===== src/trld_pkg.sv =====
package trld_pkg;

    localparam int SAMPLE_WIDTH = 16;
    localparam int LEVEL_WIDTH  = 16;
    localparam int FRAME_WIDTH  = 32;
    localparam int CFG_IDX_W    = 3;

    // register map
    localparam logic [CFG_IDX_W-1:0] CFG_TRIGGER_LEVEL  = 3'd0;
    localparam logic [CFG_IDX_W-1:0] CFG_RESPONSE_LEVEL = 3'd1;
    localparam logic [CFG_IDX_W-1:0] CFG_MIN_WAIT       = 3'd2;
    localparam logic [CFG_IDX_W-1:0] CFG_MAX_WAIT       = 3'd3;
    localparam logic [CFG_IDX_W-1:0] CFG_REFRACTORY     = 3'd4;

    // event kinds
    localparam logic EV_MATCHED   = 1'b0;
    localparam logic EV_UNMATCHED = 1'b1;

    typedef struct packed {
        logic signed [SAMPLE_WIDTH-1:0] trigger_sample;
        logic signed [SAMPLE_WIDTH-1:0] response_sample;
        logic                           final_frame;
    } t_frame;

    typedef struct packed {
        logic                   event_kind;
        logic [FRAME_WIDTH-1:0] latency_frames;
        logic [FRAME_WIDTH-1:0] trigger_number;
        logic                   last_of_run;
    } t_result;

    typedef struct packed {
        logic [LEVEL_WIDTH-1:0] trigger_level;
        logic [LEVEL_WIDTH-1:0] response_level;
        logic [FRAME_WIDTH-1:0] min_wait_frames;
        logic [FRAME_WIDTH-1:0] max_wait_frames;
        logic [FRAME_WIDTH-1:0] holdoff_frames;
    } t_cfg;

    // up to two results per frame
    typedef struct packed {
        logic [1:0] count;
        t_result    item0;
        t_result    item1;
    } t_push;

    // absolute value, one bit wider so the most negative sample fits
    function automatic logic [SAMPLE_WIDTH:0] magnitude(
        input logic signed [SAMPLE_WIDTH-1:0] s
    );
        logic [SAMPLE_WIDTH:0] ext;
        ext = {s[SAMPLE_WIDTH-1], s};
        return s[SAMPLE_WIDTH-1] ? (~ext + 1'b1) : ext;
    endfunction

endpackage


===== src/trld_cfg.sv =====
module trld_cfg
    import trld_pkg::*;
(
    input  logic                   i_clk,
    input  logic                   i_rst_n,
    input  logic                   i_cfg_valid,
    input  logic [CFG_IDX_W-1:0]   i_cfg_index,
    input  logic [FRAME_WIDTH-1:0] i_cfg_data,
    output logic                   o_cfg_ready,
    output t_cfg                   o_cfg
);

    t_cfg r_cfg;

    assign o_cfg_ready = 1'b1;
    assign o_cfg       = r_cfg;

    always_ff @(posedge i_clk) begin
        if (!i_rst_n) begin
            r_cfg.trigger_level   <= LEVEL_WIDTH'(16384);
            r_cfg.response_level  <= LEVEL_WIDTH'(3277);
            r_cfg.min_wait_frames <= FRAME_WIDTH'(48);
            r_cfg.max_wait_frames <= FRAME_WIDTH'(9600);
            r_cfg.holdoff_frames  <= FRAME_WIDTH'(14400);
        end else if (i_cfg_valid) begin
            unique case (i_cfg_index)
                CFG_TRIGGER_LEVEL:  r_cfg.trigger_level   <= i_cfg_data[LEVEL_WIDTH-1:0];
                CFG_RESPONSE_LEVEL: r_cfg.response_level  <= i_cfg_data[LEVEL_WIDTH-1:0];
                CFG_MIN_WAIT:       r_cfg.min_wait_frames <= i_cfg_data;
                CFG_MAX_WAIT:       r_cfg.max_wait_frames <= i_cfg_data;
                CFG_REFRACTORY:     r_cfg.holdoff_frames  <= i_cfg_data;
                default: ;
            endcase
        end
    end

endmodule


===== src/trld_core.sv =====
module trld_core
    import trld_pkg::*;
#(
    parameter int COUNT_WIDTH = 32
) (
    input  logic   i_clk,
    input  logic   i_rst_n,
    input  t_cfg   i_cfg,
    input  logic   i_frame_valid,
    input  t_frame i_frame,
    input  logic   i_room,
    output logic   o_frame_stall,
    output t_push  o_push
);

    localparam int WIDE = (COUNT_WIDTH > FRAME_WIDTH) ? COUNT_WIDTH : FRAME_WIDTH;
    localparam logic [COUNT_WIDTH-1:0] COUNT_MAX = {COUNT_WIDTH{1'b1}};

    // input register
    logic   r_in_valid;
    t_frame r_in;

    // detector state
    logic                   r_prev_above;
    logic                   r_seen;
    logic [COUNT_WIDTH-1:0] r_since;
    logic                   r_pending;
    logic [COUNT_WIDTH-1:0] r_total;

    logic                   n_prev_above;
    logic                   n_seen;
    logic [COUNT_WIDTH-1:0] n_since;
    logic                   n_pending;
    logic [COUNT_WIDTH-1:0] n_total;

    logic                    advance;
    logic [SAMPLE_WIDTH:0]   tmag;
    logic [SAMPLE_WIDTH:0]   rmag;
    logic                    hit;
    logic                    above;
    logic [COUNT_WIDTH-1:0]  d;
    logic [WIDE-1:0]         d_w;
    logic [WIDE-1:0]         min_w;
    logic [WIDE-1:0]         max_w;
    logic [WIDE-1:0]         refr_w;
    logic                    empty_win;
    logic                    match;
    logic                    over;
    logic                    pend_a;
    logic                    fire;
    logic                    match0;
    logic                    over0;
    logic                    pend_b;
    logic [COUNT_WIDTH-1:0]  total_inc;
    logic [3:0]              ev;
    t_result                 cand [4];
    t_result                 res0;
    t_result                 res1;
    logic                    got0;
    logic                    got1;

    assign advance       = r_in_valid && i_room;
    assign o_frame_stall = r_in_valid && !i_room;

    assign tmag  = magnitude(r_in.trigger_sample);
    assign rmag  = magnitude(r_in.response_sample);
    assign hit   = rmag >= {1'b0, i_cfg.response_level};
    assign above = tmag >= {1'b0, i_cfg.trigger_level};

    // offset of this frame from the last trigger, saturating
    assign d = !r_seen ? '0 : ((r_since == COUNT_MAX) ? COUNT_MAX : r_since + 1'b1);

    assign d_w    = WIDE'(d);
    assign min_w  = WIDE'(i_cfg.min_wait_frames);
    assign max_w  = WIDE'(i_cfg.max_wait_frames);
    assign refr_w = WIDE'(i_cfg.holdoff_frames);

    assign empty_win = min_w > max_w;

    // open search looks at this frame first
    assign match  = (d_w >= min_w) && (d_w <= max_w) && hit;
    assign over   = (d_w >= max_w) || empty_win;
    assign pend_a = r_pending && !match && !over;

    assign fire = (i_cfg.trigger_level != '0) && above && !r_prev_above &&
                  (!r_seen || d_w >= refr_w);

    assign total_inc = (r_total == COUNT_MAX) ? COUNT_MAX : r_total + 1'b1;

    // offset-0 check of a fresh trigger
    assign match0 = (i_cfg.min_wait_frames == '0) && hit;
    assign over0  = (i_cfg.max_wait_frames == '0) || empty_win;

    assign pend_b = fire ? !(match0 || over0) : pend_a;

    assign n_total      = fire ? total_inc : r_total;
    assign n_prev_above = r_in.final_frame ? 1'b0 : above;
    assign n_seen       = r_in.final_frame ? 1'b0 : (r_seen || fire);
    assign n_since      = (r_in.final_frame || fire) ? '0 : d;
    assign n_pending    = r_in.final_frame ? 1'b0 : pend_b;

    // candidate events in model order
    always_comb begin
        ev[0] = r_pending && (match || over);
        ev[1] = fire && pend_a;
        ev[2] = fire && (match0 || over0);
        ev[3] = r_in.final_frame && pend_b;

        cand[0].event_kind     = match ? EV_MATCHED : EV_UNMATCHED;
        cand[0].latency_frames = match ? d_w[FRAME_WIDTH-1:0] : '0;
        cand[0].trigger_number = FRAME_WIDTH'(WIDE'(r_total));
        cand[0].last_of_run    = 1'b0;

        cand[1].event_kind     = EV_UNMATCHED;
        cand[1].latency_frames = '0;
        cand[1].trigger_number = FRAME_WIDTH'(WIDE'(r_total));
        cand[1].last_of_run    = 1'b0;

        cand[2].event_kind     = match0 ? EV_MATCHED : EV_UNMATCHED;
        cand[2].latency_frames = '0;
        cand[2].trigger_number = FRAME_WIDTH'(WIDE'(n_total));
        cand[2].last_of_run    = 1'b0;

        cand[3].event_kind     = EV_UNMATCHED;
        cand[3].latency_frames = '0;
        cand[3].trigger_number = FRAME_WIDTH'(WIDE'(n_total));
        cand[3].last_of_run    = 1'b0;
    end

    // pack the (at most two) events into slots
    always_comb begin
        res0 = cand[0];
        res1 = cand[0];
        got0 = 1'b0;
        got1 = 1'b0;
        for (int i = 0; i < 4; i++) begin
            if (ev[i]) begin
                if (!got0) begin
                    res0 = cand[i];
                    got0 = 1'b1;
                end else if (!got1) begin
                    res1 = cand[i];
                    got1 = 1'b1;
                end
            end
        end
        if (got1) begin
            res1.last_of_run = 1'b1;
        end else begin
            res0.last_of_run = 1'b1;
        end
        o_push.count = advance ? ({1'b0, got0} + {1'b0, got1}) : 2'd0;
        o_push.item0 = res0;
        o_push.item1 = res1;
    end

    always_ff @(posedge i_clk) begin
        if (!i_rst_n) begin
            r_in_valid   <= 1'b0;
            r_prev_above <= 1'b0;
            r_seen       <= 1'b0;
            r_since      <= '0;
            r_pending    <= 1'b0;
            r_total      <= '0;
        end else begin
            if (!o_frame_stall) begin
                r_in_valid <= i_frame_valid;
            end
            if (advance) begin
                r_prev_above <= n_prev_above;
                r_seen       <= n_seen;
                r_since      <= n_since;
                r_pending    <= n_pending;
                r_total      <= r_in.final_frame ? '0 : n_total;
            end
        end
    end

    always_ff @(posedge i_clk) begin
        if (!o_frame_stall && i_frame_valid) begin
            r_in <= i_frame;
        end
    end

endmodule


===== src/trld_fifo.sv =====
module trld_fifo
    import trld_pkg::*;
(
    input  logic    i_clk,
    input  logic    i_rst_n,
    input  t_push   i_push,
    output logic    o_room,
    output logic    o_valid,
    output t_result o_data,
    input  logic    i_stall
);

    localparam int DEPTH = 4;
    localparam int PTR_W = $clog2(DEPTH);

    t_result            r_mem [DEPTH];
    logic [PTR_W-1:0]   r_wr;
    logic [PTR_W-1:0]   r_rd;
    logic [PTR_W:0]     r_count;
    logic               pop;
    logic [PTR_W-1:0]   wr_next;

    assign o_valid = r_count != '0;
    assign o_data  = r_mem[r_rd];
    assign pop     = o_valid && !i_stall;
    // a frame may leave two beats, so keep two slots free
    assign o_room  = r_count <= (PTR_W+1)'(DEPTH - 2);
    assign wr_next = r_wr + 1'b1;

    always_ff @(posedge i_clk) begin
        if (!i_rst_n) begin
            r_wr    <= '0;
            r_rd    <= '0;
            r_count <= '0;
        end else begin
            r_wr    <= r_wr + PTR_W'(i_push.count);
            r_rd    <= r_rd + PTR_W'(pop);
            r_count <= r_count + (PTR_W+1)'(i_push.count) - (PTR_W+1)'(pop);
        end
    end

    always_ff @(posedge i_clk) begin
        if (i_push.count != 2'd0) begin
            r_mem[r_wr] <= i_push.item0;
        end
        if (i_push.count == 2'd2) begin
            r_mem[wr_next] <= i_push.item1;
        end
    end

endmodule


===== src/trigger_response_latency_detector.sv =====
// Trigger-to-response latency detector. Each input beat is one audio frame
// (trigger sample, response sample, end-of-capture mark). A trigger is a rising
// crossing of trigger_level by |trigger_sample|, honoured only once
// holdoff_frames have passed since the previous one; the first frame from
// it, min_wait_frames..max_wait_frames on, with |response_sample| at or above
// response_level gives a matched beat carrying the latency. Window expiry, a
// new trigger over an open search, or the end of capture gives an unmatched
// beat. Rate: one frame per cycle while the queue has room; each frame passes
// the input register, then the compare/update stage writing a four-entry queue.
// A frame yields zero, one or two result beats; the queue drains one beat per
// unstalled cycle, so frames are taken every cycle as long as they average
// no more than one result each; input stalls with fewer than two slots free.
// Configuration writes are always ready and must be made while idle.
module trigger_response_latency_detector
    import trld_pkg::*;
#(
    parameter int COUNT_WIDTH = 32
) (
    input  logic                   i_clk,
    input  logic                   i_rst_n,
    // frame input
    input  logic                   i_in_valid,
    input  t_frame                 i_in_data,
    output logic                   o_in_stall,
    // event output
    output logic                   o_out_valid,
    output t_result                o_out_data,
    input  logic                   i_out_stall,
    // register writes
    input  logic                   i_cfg_valid,
    input  logic [CFG_IDX_W-1:0]   i_cfg_index,
    input  logic [FRAME_WIDTH-1:0] i_cfg_data,
    output logic                   o_cfg_ready
);

    t_cfg  cfg;
    t_push push;
    logic  room;

    // settings registers
    trld_cfg u_cfg (
        .i_clk       (i_clk),
        .i_rst_n     (i_rst_n),
        .i_cfg_valid (i_cfg_valid),
        .i_cfg_index (i_cfg_index),
        .i_cfg_data  (i_cfg_data),
        .o_cfg_ready (o_cfg_ready),
        .o_cfg       (cfg)
    );

    // frame register, detector state and event generation
    trld_core #(
        .COUNT_WIDTH (COUNT_WIDTH)
    ) u_core (
        .i_clk         (i_clk),
        .i_rst_n       (i_rst_n),
        .i_cfg         (cfg),
        .i_frame_valid (i_in_valid),
        .i_frame       (i_in_data),
        .i_room        (room),
        .o_frame_stall (o_in_stall),
        .o_push        (push)
    );

    // result queue, one beat out per cycle unless the receiver stalls
    trld_fifo u_fifo (
        .i_clk   (i_clk),
        .i_rst_n (i_rst_n),
        .i_push  (push),
        .o_room  (room),
        .o_valid (o_out_valid),
        .o_data  (o_out_data),
        .i_stall (i_out_stall)
    );

endmodule


===== config.mk =====
export PLATFORM = sky130hd
export DESIGN_NAME = trigger_response_latency_detector
export DESIGN_NICKNAME = d
export VERILOG_FILES = /design/src/trld_pkg.sv /design/src/trld_cfg.sv /design/src/trld_core.sv /design/src/trld_fifo.sv /design/src/trigger_response_latency_detector.sv
export SDC_FILE = /design/constraint.sdc
export NUM_CORES = 1
export LEC_CHECK = 0
export BUFFER_PORTS_ARGS = -buffer_cell sky130_fd_sc_hd__buf_2
export CAP_MARGIN = 20
export CORE_ASPECT_RATIO = 1.2
export CORE_UTILIZATION = 45
export CTS_CLUSTER_DIAMETER = 200
export DETAILED_ROUTE_END_ITERATION = 8
export PLACE_DENSITY_LB_ADDON = 0.05
export SLEW_MARGIN = 20
export SYNTH_ARGS = -nofsm -noshare
export SYNTH_HDL_FRONTEND = slang
export SYNTH_SLANG_ARGS = --single-unit

===== constraint.sdc =====
create_clock -name i_clk -period 11.55 [get_ports i_clk]
set_input_delay 0 -clock i_clk [delete_from_list [all_inputs] [get_ports i_clk]]
set_output_delay 0 -clock i_clk [all_outputs]
set_load 0.02 [all_outputs]

==> flow_metrics.py, run 1 <==
metrics = {
    "status": {
        "status": "completed",
    },
    "synth": {
        "yosys_warnings": 0,
        "synth_cells": 2992,
        "ys_ff_latch": 500,
        "post_synth_num_cell_types": 82,
        "synthFlopType": "edfxtp_1",
        "ys_seq_area_share_pct": 45.8,
        "synth-async-reset-ratio_pct": 0,
        "netlist_area_mm2": 0.0283,
        "synth_fp_nets": 3236,
        "syn_avg_cell_area_um2": 9.47,
        "synth_edf_count": 297,
    },
    "min_path": {
        "worstHoldPathType": "input port to register",
        "hold_start": "i_cfg_index[2]",
    },
    "worst_setup_path": {
        "critPathLaunch": "u_core.r_since[0]",
        "critPathArrivalTime_ns": 9.20,
        "cp-end-kind": "register",
        "path_class": "register to register",
        "reg2reg_setup_slack_ns": 2.71,
        "start_kind": "register",
        "reg2reg_from": "u_core.r_since[0]",
        "critPathMaxFanout": 40,
        "cp.required_ns": 11.91,
    },
    "drt": {
        "dr.first_iter.drc_count": 1809,
        "vias": 22833,
        "drc": 0,
        "wl_um": 85300,
        "antenna_left": 0,
        "via_per_inst": 5.74,
        "wl_per_cell_um": 21.4,
        "dr.pass1.iters": 5,
    },
    "clock_network": {
        "numCtsBuffers": 54,
        "path_clk_slew_ns": 0.06,
        "cts_buffer_depth": 3,
        "cts_root_buffer": "clkbuf_16",
        "cts_resized": 0,
        "cts_sinks": 500,
        "htreeDepth": 2,
        "cts_tree": "yes",
        "clock_latency_ns": 0.62,
    },
    "pwr": {
        "cellPowerDensity_mw_per_mm2": 143,
        "vdd_drop_max_mv": 0.109,
        "p_total_w": 0.00461,
        "leakagePower_nw": 11.4,
    },
    "floorplanning": {
        "initial_core_util_pct": 45.6,
        "rows": 100,
        "core-area_mm2": 0.0622,
        "die-area_mm2": 0.0640,
        "die_height_um": 277,
        "die_w_um": 231,
        "io_pins": 142,
    },
    "timing": {
        "fin_hold_ws_ns": 0.0891,
        "tns_ns": 0,
        "rsz0062_at_grt": "false",
        "post-route-min-period_ns": 8.84,
        "slew_headroom_pct": 19.2,
        "finalHoldViolCount": 0,
        "fin_skew_ns": 0.0126,
        "max_freq_mhz": 113,
        "final-setup-viol-count": 0,
        "worstMarginPinSlew_ns": 1.20,
        "drv_slew": 0,
        "fin_crit_sh_pct": 76.5,
    },
    "global_routing": {
        "grt_pass1_wl_um": 131000,
        "grt-ovfl-total": 0,
        "gr-usage-met3_pct": 3.76,
        "antenna_found_initial": 0,
        "met1_usage_pct": 35.4,
        "grt_usage_pct": 26.5,
        "grt_max_degree": 129,
        "top_usage_layer": "met2",
        "met2_usage_pct": 44.4,
        "grt_pass1_vias": 22209,
    },
    "place": {
        "dpl_cell_area_mm2": 0.0297,
        "hpwlAfterDp_um": 57200,
        "gp_congestion": 0.898,
        "io_buffer_count": 140,
    },
    "layout": {
        "final_util_pct": 51.8,
        "num_antenna_cells": 0,
        "fin_area_mm2": 0.0322,
        "syn_to_final_growth_pct": 13.6,
        "drive_gt1_share_pct": 15.1,
        "layout.nets": 3362,
    },
    "job": {
        "maxCapViolCount": 0,
    },
}
through the flow:
stage	setup WS, ns	cells
6_report	2.71	3979
5_1_grt	2.03	3979
4_1_cts	2.67	3978
3_5_place_dp	2.71	3807
3_3_place_gp	2.91	3807
2_1_floorplan	2.80	2992
cell families after synthesis:
| logic type | count (synthesis) | share of synthesized area (%) |
|---|---|---|
| and+or+nand+nor | 1061 | 16.3 |
| AOI/OAI and AO/OA | 660 | 13.9 |
| xor gates and xnor gates | 61 | 1.88 |
| buffers and inverters | 365 | 5.08 |
| adders and majority gates | 171 | 7.57 |
| other | 1 | 0.0132 |
| DFF | 500 | 45.8 |
| muxes | 173 | 9.45 |
final cells by class:
type / instances / area, um2
clock buffers: 69 / 1510
clock inverters: 32 / 249
repair buffers: 250 / 1730
flip-flops and latches: 500 / 13000
multi-input cells: 2127 / 14000
fillers: 5621 / 30000
inverters: 185 / 697
well taps: 816 / 1020
state kept, by name (all words and copies together) (netlist names), 2 cells and up:
register	count
u_core.r_total	32
u_fifo.r_count	3
u_fifo.r_rd	2
u_core.r_in	33
u_fifo.r_mem	264
u_fifo.r_wr	2
u_cfg.o_cfg	128
u_core.r_since	32
synth_stat cells (all sizes together) (32+ instances only):
library cell	n	share of area, %
xnor2	46	1.4
buf	47	0.87
clkbuf	133	1.8
nor2	215	3.0
inv	184	2.4
ha	170	7.5
a21oi	242	4.4
nand4	48	1.1
edfxtp	297	31
mux2	87	3.5
nand2	593	7.9
a211oi	48	1.3
nand3	47	0.83
o21ai	205	3.6
nor3	32	0.56
mux4	66	5.2
dfxtp	203	14
critical path, cell delays in order (launching register included):
cell	delay [ns]
dfxtp_1	0.39
ha_1	0.20
nand3_1	0.13
nor3_1	0.84
nand4_1	0.39
nor2_1	0.21
xor2_1	0.09
o21ai_0	0.36
inv_1	0.19
ha_1	0.33
nand4_1	0.12
a2111oi_0	0.62
o31a_1	0.31
o211a_1	0.16
buf_4	0.28
o211ai_2	0.24
inv_1	0.49
ha_1	0.37
nor2_1	0.11
nand2_1	0.80
buf_4	0.40
nor2_2	0.04
buf_4	0.31
a21oi_4	0.72
mux2_2	0.42
cell usage in the layout, fill, tap and decap left out, drive strengths merged, types with 6 or more instances in the layout:
cell / Yosys / routed
edfxtp: 297 / 297
o21ai: 205 / 205
a31oi: 20 / 20
xor2: 15 / 15
xnor2: 46 / 46
o31ai: 9 / 9
a21oi: 242 / 242
clkbuf: 133 / 69
nand3: 47 / 47
a21o: 22 / 22
nor3: 32 / 32
nor2b: 10 / 10
inv: 184 / 187
nand2: 593 / 593
or4: 6 / 6
mux2: 87 / 87
o21a: 7 / 7
buf: 47 / 180
nand2b: 9 / 9
or2: 8 / 8
clkinv: 1 / 27
dlygate4sd3: 0 / 70
a22oi: 16 / 16
a211oi: 48 / 48
nor2: 215 / 215
mux4: 66 / 66
a2bb2oi: 7 / 7
dfxtp: 203 / 203
or3: 13 / 13
o41ai: 6 / 6
o211ai: 27 / 27
and3: 19 / 19
and2: 12 / 12
and4: 8 / 8
o22ai: 8 / 8
mux2i: 20 / 20
nor4: 31 / 31
ha: 170 / 170
nand4: 48 / 48
power by group:
part | switching [W] | internal [W]
Sequential | 0.0000575 | 0.00192
Clock | 0.000756 | 0.000994
Combinational | 0.000546 | 0.000335
Total | 0.00136 | 0.00325
repair_timing:
action,CTS,global route
hold buffers,70,0
setup buffers,0,0
endpoints found under the hold margin,207,0
path summary, 6_finish.rpt:
| check | to | cells past startpoint |
|---|---|---|
| setup / recovery | u_fifo.r_mem[1][30] | 24 |
| setup reg to reg | u_fifo.r_mem[1][30] | 24 |
| hold reg to reg | u_cfg.o_cfg[15] | 2 |
| hold / removal | u_cfg.o_cfg[41] | 5 |
metal layers:
metal | share of wire (%) | vias to the layer above
met5 | 0 | -
met4 | 2.7 | 0
met3 | 5.3 | 122
met2 | 48 | 637
met1 | 44 | 11104
li1 | - | 10970
No activity file was read; power rests on OpenSTA's default activity.
==> inputs of run 2 (changes only) <==
- ABC_AREA: default -> 1
- clock period: 11.55 -> 8.1 ns (I/O delays scaled with it)
==> run 2 against run 1 <==
Compared with the run above:
- critical endpoint is now u_fifo.r_mem[2][64]
- total power rose by 65%
- synthesized cell count up 33%
- area after synthesis grew 5.8%
- critical path type unchanged
==> flow_metrics.py, run 2 <==
metrics = {
    "synth": {
        "ys_ff_latch": 500,
        "synth-async-reset-ratio_pct": 0,
        "synth_area_leader_cell": "edfxtp_1",
        "netlist_top_cells_area": "edfxtp_1, nand2_1, dfxtp_1",
        "synth_cells": 3992,
        "synth_edf_count": 297,
        "yosys_warnings": 0,
        "post_synth_num_cell_types": 49,
        "synth_top_area_share_pct": 29.7,
        "netlist_area_mm2": 0.0300,
        "post-synth-top-count-cell": "nand2_1",
        "synth_fp_nets": 4236,
        "synthTopCellsByCount": "nand2_1, inv_1, nand3_1, o21ai_0, nor2_1",
        "synthFlopType": "edfxtp_1",
        "ys_seq_area_share_pct": 43.3,
        "syn_avg_cell_area_um2": 7.51,
    },
    "timing": {
        "rsz0062_at_grt": "false",
        "fin_hold_ws_ns": 0.0751,
        "max_freq_mhz": 150,
        "worstMarginPinSlew_ns": 1.11,
        "slew_headroom_pct": 26.1,
        "final-setup-viol-count": 0,
        "worst_slack_ns": 1.42,
        "fin_crit_sh_pct": 82.5,
        "finalHoldViolCount": 0,
        "tns_ns": 0,
        "post-route-min-period_ns": 6.68,
        "fin_skew_ns": 0.0279,
        "drv_slew": 0,
    },
    "place": {
        "io_buffer_count": 140,
        "place_ws_ns": 1.52,
        "hpwlAfterDp_um": 59400,
        "gp_congestion": 0.890,
    },
    "worst_setup_path": {
        "crit_top_cell": "inv_1",
        "cpPeakStageDelay_ns": 0.70,
        "reg2reg_from": "u_core.r_since[0]",
        "rr_endpoint": "u_fifo.r_mem[2][64]",
        "reg2reg_setup_slack_ns": 1.42,
        "critPathArrivalTime_ns": 7.03,
        "cp-end-kind": "register",
        "cp_slowest_cell": "buf_4",
        "ff2ff_path_depth": 29,
        "start_kind": "register",
        "critPathMaxFanout": 66,
        "path_class": "register to register",
        "cp.required_ns": 8.45,
    },
    "clock_network": {
        "hold_buffers": 84,
        "cts_resized": 0,
        "htreeDepth": 2,
        "cts_tree": "yes",
        "cts_root_buffer": "clkbuf_16",
        "clock_latency_ns": 0.65,
        "cts_setup_buffers": 0,
        "cts_buffer_depth": 3,
        "path_clk_slew_ns": 0.06,
        "cts_sinks": 500,
        "numCtsBuffers": 56,
    },
    "floorplanning": {
        "die_w_um": 238,
        "initial_core_util_pct": 45.5,
        "rows": 103,
        "core-area_mm2": 0.0659,
        "die_height_um": 285,
        "die-area_mm2": 0.0677,
        "io_pins": 142,
    },
    "layout": {
        "largest_reg_flops": 264,
        "num_antenna_cells": 0,
        "final_cell_mix": "nand2_1, inv_1, nand3_1, o21ai_0, nor2_1",
        "fill_cells": 6569,
        "drive_gt1_share_pct": 8.51,
        "layout.nets": 4369,
        "syn_to_final_growth_pct": 13.8,
        "layout_commonest_cell": "nand2_1",
        "regMostFlops": "u_fifo.r_mem",
    },
    "pwr": {
        "seqPwrFrac_pct": 38.8,
        "leakagePower_nw": 14.4,
        "cellPowerDensity_mw_per_mm2": 222,
        "clkPwrFrac_pct": 33.4,
        "power_switching_w": 0.00268,
        "pwr-share-comb_pct": 27.8,
        "switching_share_pct": 35.3,
        "vdd_drop_max_mv": 0.174,
        "intPower_w": 0.00491,
    },
    "min_path": {
        "holdPathEnd": "u_cfg.o_cfg[13]",
        "hold_start": "i_rst_n",
        "whs_path_depth": 2,
        "worstHoldPathType": "input port to register",
    },
    "global_routing": {
        "grt_pass1_vias": 26493,
        "antenna_found_initial": 1,
        "grt-ovfl-total": 0,
        "grt_pass1_wl_um": 147000,
        "grt_max_degree": 99,
        "grt_usage_pct": 27.6,
    },
    "drt": {
        "via_per_inst": 5.38,
        "wl_per_cell_um": 18.5,
        "antenna_left": 0,
        "wl_um": 93600,
        "drc": 0,
        "dr.pass1.iters": 7,
        "vias": 27245,
        "dr.first_iter.drc_count": 2129,
    },
    "job": {
        "maxCapViolCount": 0,
    },
    "status": {
        "status": "completed",
    },
}
run 2: cell type report:
| cell class | instances | area [um2] | area share (%) |
|---|---|---|---|
| multi-input combinational | 2893 | 14700 | 43.2 |
| sequential | 500 | 13000 | 38.1 |
| timing repair buffer | 273 | 1950 | 5.72 |
| clock buffer | 71 | 1550 | 4.54 |
| inverter | 401 | 1510 | 4.42 |
| tap | 892 | 1120 | 3.27 |
| clock inverter | 34 | 258 | 0.756 |
run 2: layer usage:
metal / up-vias / track usage (%) / part of all wire (%)
li1: 13600 / - / -
met1: 12727 / 35.9 / 44
met2: 782 / 48.5 / 49
met3: 136 / 3.01 / 5.5
met4: 0 / 7.06 / 2.1
met5: - / 0 / 0
run 2: worst max path at each step:
stage	cells after the start	slack, ns	endpoint	startpoint
2_1_floorplan	27	-0.85	u_fifo.r_mem[0][0]	u_core.r_since[0]
6_report	29	1.42	u_fifo.r_mem[2][64]	u_core.r_since[0]
3_5_place_dp	29	1.52	u_fifo.r_mem[0][64]	u_core.r_since[0]
3_3_place_gp	29	1.53	u_fifo.r_mem[0][64]	u_core.r_since[0]
4_1_cts	29	1.52	u_fifo.r_mem[0][64]	u_core.r_since[0]
5_1_grt	29	0.94	u_fifo.r_mem[1][64]	u_core.r_since[0]
run 2: critical path, delay by kind of cell, from the launching register on:
kind / cells / cell delay, ns
and+or+nand+nor: 16 / 2.16
buffers and inverters: 8 / 2.09
adders and majority gates: 3 / 0.91
AOI/OAI and AO/OA: 2 / 0.71
DFF: 1 / 0.34
run 2: power groups by stage:
stage / clock [W] / combinational [W] / sequential, W
after global routing: 0.00267 / 0.00235 / 0.00295
after detailed placement: 0 / 0.00209 / 0.00300
after CTS: 0.00258 / 0.00212 / 0.00294
final: 0.00253 / 0.00211 / 0.00295
after floorplan: 0 / 0.00145 / 0.00297
after global placement: 0 / 0.00207 / 0.00300
run 2: kinds of logic after synthesis:
logic type               after synthesis  share of synthesized area (%)
flip-flops                           500                           43.3
buffers and inverters                599                           7.88
AND/OR/NAND/NOR                     1950                           27.3
adder cells (fa/ha/maj)              171                           7.16
AO/OA/AOI/OAI                        707                           12.5
XOR/XNOR                              64                           1.87
other                                  1                         0.0125
run 2: per-stage QoR:
| step | instance area (um2) | power, W | std cells | util (%) |
|---|---|---|---|---|
| final | 34100 | 0.00759 | 5064 | 51.8 |
| after global routing | 34100 | 0.00798 | 5064 | 51.8 |
| after CTS | 34100 | 0.00764 | 5064 | 51.8 |
| after detailed placement | 31500 | 0.00509 | 4875 | 47.8 |
| after global placement | 31500 | 0.00507 | 4874 | 47.8 |
| after floorplan | 30000 | 0.00442 | 3992 | - |
==> inputs of run 3 (changes only) <==
- clock period: 8.1 -> 6.9 ns (I/O delays scaled with it)
==> run 3 against run 2 <==
Compared with the run above:
- register-to-register slack got worse by 0.72 ns
- sequential power increased by 17%
- total power increased by 19%
- clock power increased by 22%
- critical endpoint unchanged
- largest power group unchanged
==> flow_metrics.py, run 3 (same netlist as run 2, synthesis figures left out) <==
metrics = {
    "worst_setup_path": {
        "cp_slowest_cell": "buf_4",
        "start_kind": "register",
        "cpLargestDelayFamily": "buffers and inverters",
        "rr_endpoint": "u_fifo.r_mem[2][64]",
        "path_buf_inv": 8,
        "reg2reg_from": "u_core.r_since[0]",
        "reg2reg_setup_slack_ns": 0.70,
        "cp-end-kind": "register",
        "critPathMaxFanout": 66,
        "cp.required_ns": 7.24,
        "crit_top_cell": "inv_1",
        "ff2ff_path_depth": 28,
        "critPathArrivalTime_ns": 6.55,
        "path_class": "register to register",
        "cpPeakStageDelay_ns": 0.84,
    },
    "global_routing": {
        "grt_usage_pct": 27.3,
        "grt_pass1_vias": 26248,
        "antenna_found_initial": 0,
        "grt-ovfl-total": 0,
        "grt_max_degree": 102,
        "grt_pass1_wl_um": 146000,
    },
    "place": {
        "dpl_cell_area_mm2": 0.0315,
        "io_buffer_count": 140,
        "hpwlAfterDp_um": 59200,
        "gp_congestion": 0.905,
        "place_ws_ns": 0.648,
        "numPlacedInstances": 4869,
    },
    "pwr": {
        "intPower_w": 0.00593,
        "power_switching_w": 0.00311,
        "cellPowerDensity_mw_per_mm2": 264,
        "switching_share_pct": 34.4,
        "leakagePower_nw": 14.4,
        "clkPwrFrac_pct": 34.1,
        "pwr-share-comb_pct": 27.7,
        "seqPwrFrac_pct": 38.2,
        "vdd_drop_max_mv": 0.199,
    },
    "min_path": {
        "holdPathEnd": "u_core.r_in[14]",
        "worstHoldPathType": "input port to register",
        "hold_start": "i_in_data[14]",
        "whs_path_depth": 2,
    },
    "layout": {
        "regMostFlops": "u_fifo.r_mem",
        "largest_reg_flops": 264,
        "final_cell_mix": "nand2_1, inv_1, nand3_1, o21ai_0, nor2_1",
        "final_cells": 5061,
        "layout_commonest_cell": "nand2_1",
        "num_antenna_cells": 0,
        "syn_to_final_growth_pct": 14.3,
        "layout.nets": 4368,
        "seqCellArea_mm2": 0.0130,
        "drive_gt1_share_pct": 8.28,
        "fin_area_mm2": 0.0343,
        "final_util_pct": 52.0,
        "multi_input_area_mm2": 0.0147,
        "fill_cells": 6469,
    },
    "timing": {
        "post-route-min-period_ns": 6.20,
        "final-setup-viol-count": 0,
        "tns_ns": 0,
        "worstMarginPinSlew_ns": 1.08,
        "slew_headroom_pct": 28.1,
        "drv_slew": 0,
        "finalHoldViolCount": 0,
        "fin_crit_sh_pct": 89.9,
        "rsz0062_at_grt": "false",
        "fin_skew_ns": 0.0345,
        "max_freq_mhz": 161,
        "worst_slack_ns": 0.695,
    },
    "status": {
        "status": "completed",
    },
    "drt": {
        "wl_per_cell_um": 18.4,
        "wl_um": 93000,
        "dr.first_iter.drc_count": 1970,
        "antenna_left": 0,
        "vias": 27167,
        "drc": 0,
        "via_per_inst": 5.37,
        "dr.pass1.iters": 6,
    },
    "floorplanning": {
        "io_pins": 142,
        "initial_core_util_pct": 45.5,
        "rows": 103,
        "die-area_mm2": 0.0677,
        "die_w_um": 238,
        "die_height_um": 285,
        "core-area_mm2": 0.0659,
    },
    "job": {
        "maxCapViolCount": 0,
    },
    "clock_network": {
        "cts_sinks": 500,
        "cts_buffer_depth": 3,
        "cts_tree": "yes",
        "cts_setup_buffers": 0,
        "cts_root_buffer": "clkbuf_16",
        "numCtsBuffers": 54,
        "clock_latency_ns": 0.63,
        "htreeDepth": 2,
        "path_clk_slew_ns": 0.06,
    },
}
[run 3: cell count changes in the layout (fill, tap and decap cells not counted), moves of 3 or more]
| cell | change |
|---|---|
| dlygate4sd3_1 | +5 |
| clkinv_2 | -6 |
| buf_12 | +6 |
| clkinvlp_4 | -4 |
| clkinv_1 | -3 |
| bufinv_16 | +5 |
| buf_4 | -9 |
| clkbuf_1 | +5 |
[run 3: final cells by class]
cell class | instances | area share [%]
Timing Repair Buffer | 274 | 5.96
Sequential cell | 500 | 37.9
Clock buffer | 73 | 4.45
Clock inverter | 28 | 0.983
Tap cell | 892 | 3.26
Multi-Input combinational cell | 2893 | 43.0
Inverter | 401 | 4.40
[run 3: worst max-delay path by stage]
stage	from	slack, ns	depth (start not counted)	end
floorplan	u_core.r_since[0]	-0.30	27	u_fifo.r_mem[3][0]
global placement	u_core.r_since[0]	0.71	30	u_fifo.r_mem[2][64]
detailed placement	u_core.r_since[0]	0.65	30	u_fifo.r_mem[0][64]
CTS	u_core.r_since[0]	0.66	30	u_fifo.r_mem[0][64]
global route	u_core.r_since[0]	0.005	30	u_fifo.r_mem[2][64]
finish	u_core.r_since[0]	0.70	28	u_fifo.r_mem[2][64]
[run 3: repair_timing]
action | CTS | global route
resized for setup | 0 | 0
hold buffers | 89 | 0
endpoints found under the hold margin | 167 | 0
[run 3: routing by layer]
layer	routed length, um	up-vias	GRT usage [%]
li1	-	13596	-
met2	45100	763	47.2
met5	0	-	0
met1	40900	12654	36.1
met3	5020	154	3.01
met4	2020	0	7.73
[run 3: stage by stage]
step | total power, W | hold slack (ns)
after CTS | 0.00908 | 0.0571
final | 0.00904 | 0.100
after global routing | 0.00948 | 0.0817
after detailed placement | 0.00596 | 0.178
after floorplan | 0.00518 | 0.0989
after global placement | 0.00595 | 0.176
[run 3: power by group through the flow]
stage / logic [W] / registers, W / clock network [W]
after floorplan: 0.00170 / 0.00348 / 0
after detailed placement: 0.00245 / 0.00352 / 0
after global routing: 0.00277 / 0.00346 / 0.00324
final: 0.00250 / 0.00345 / 0.00309
after CTS: 0.00249 / 0.00345 / 0.00314
after global placement: 0.00244 / 0.00351 / 0
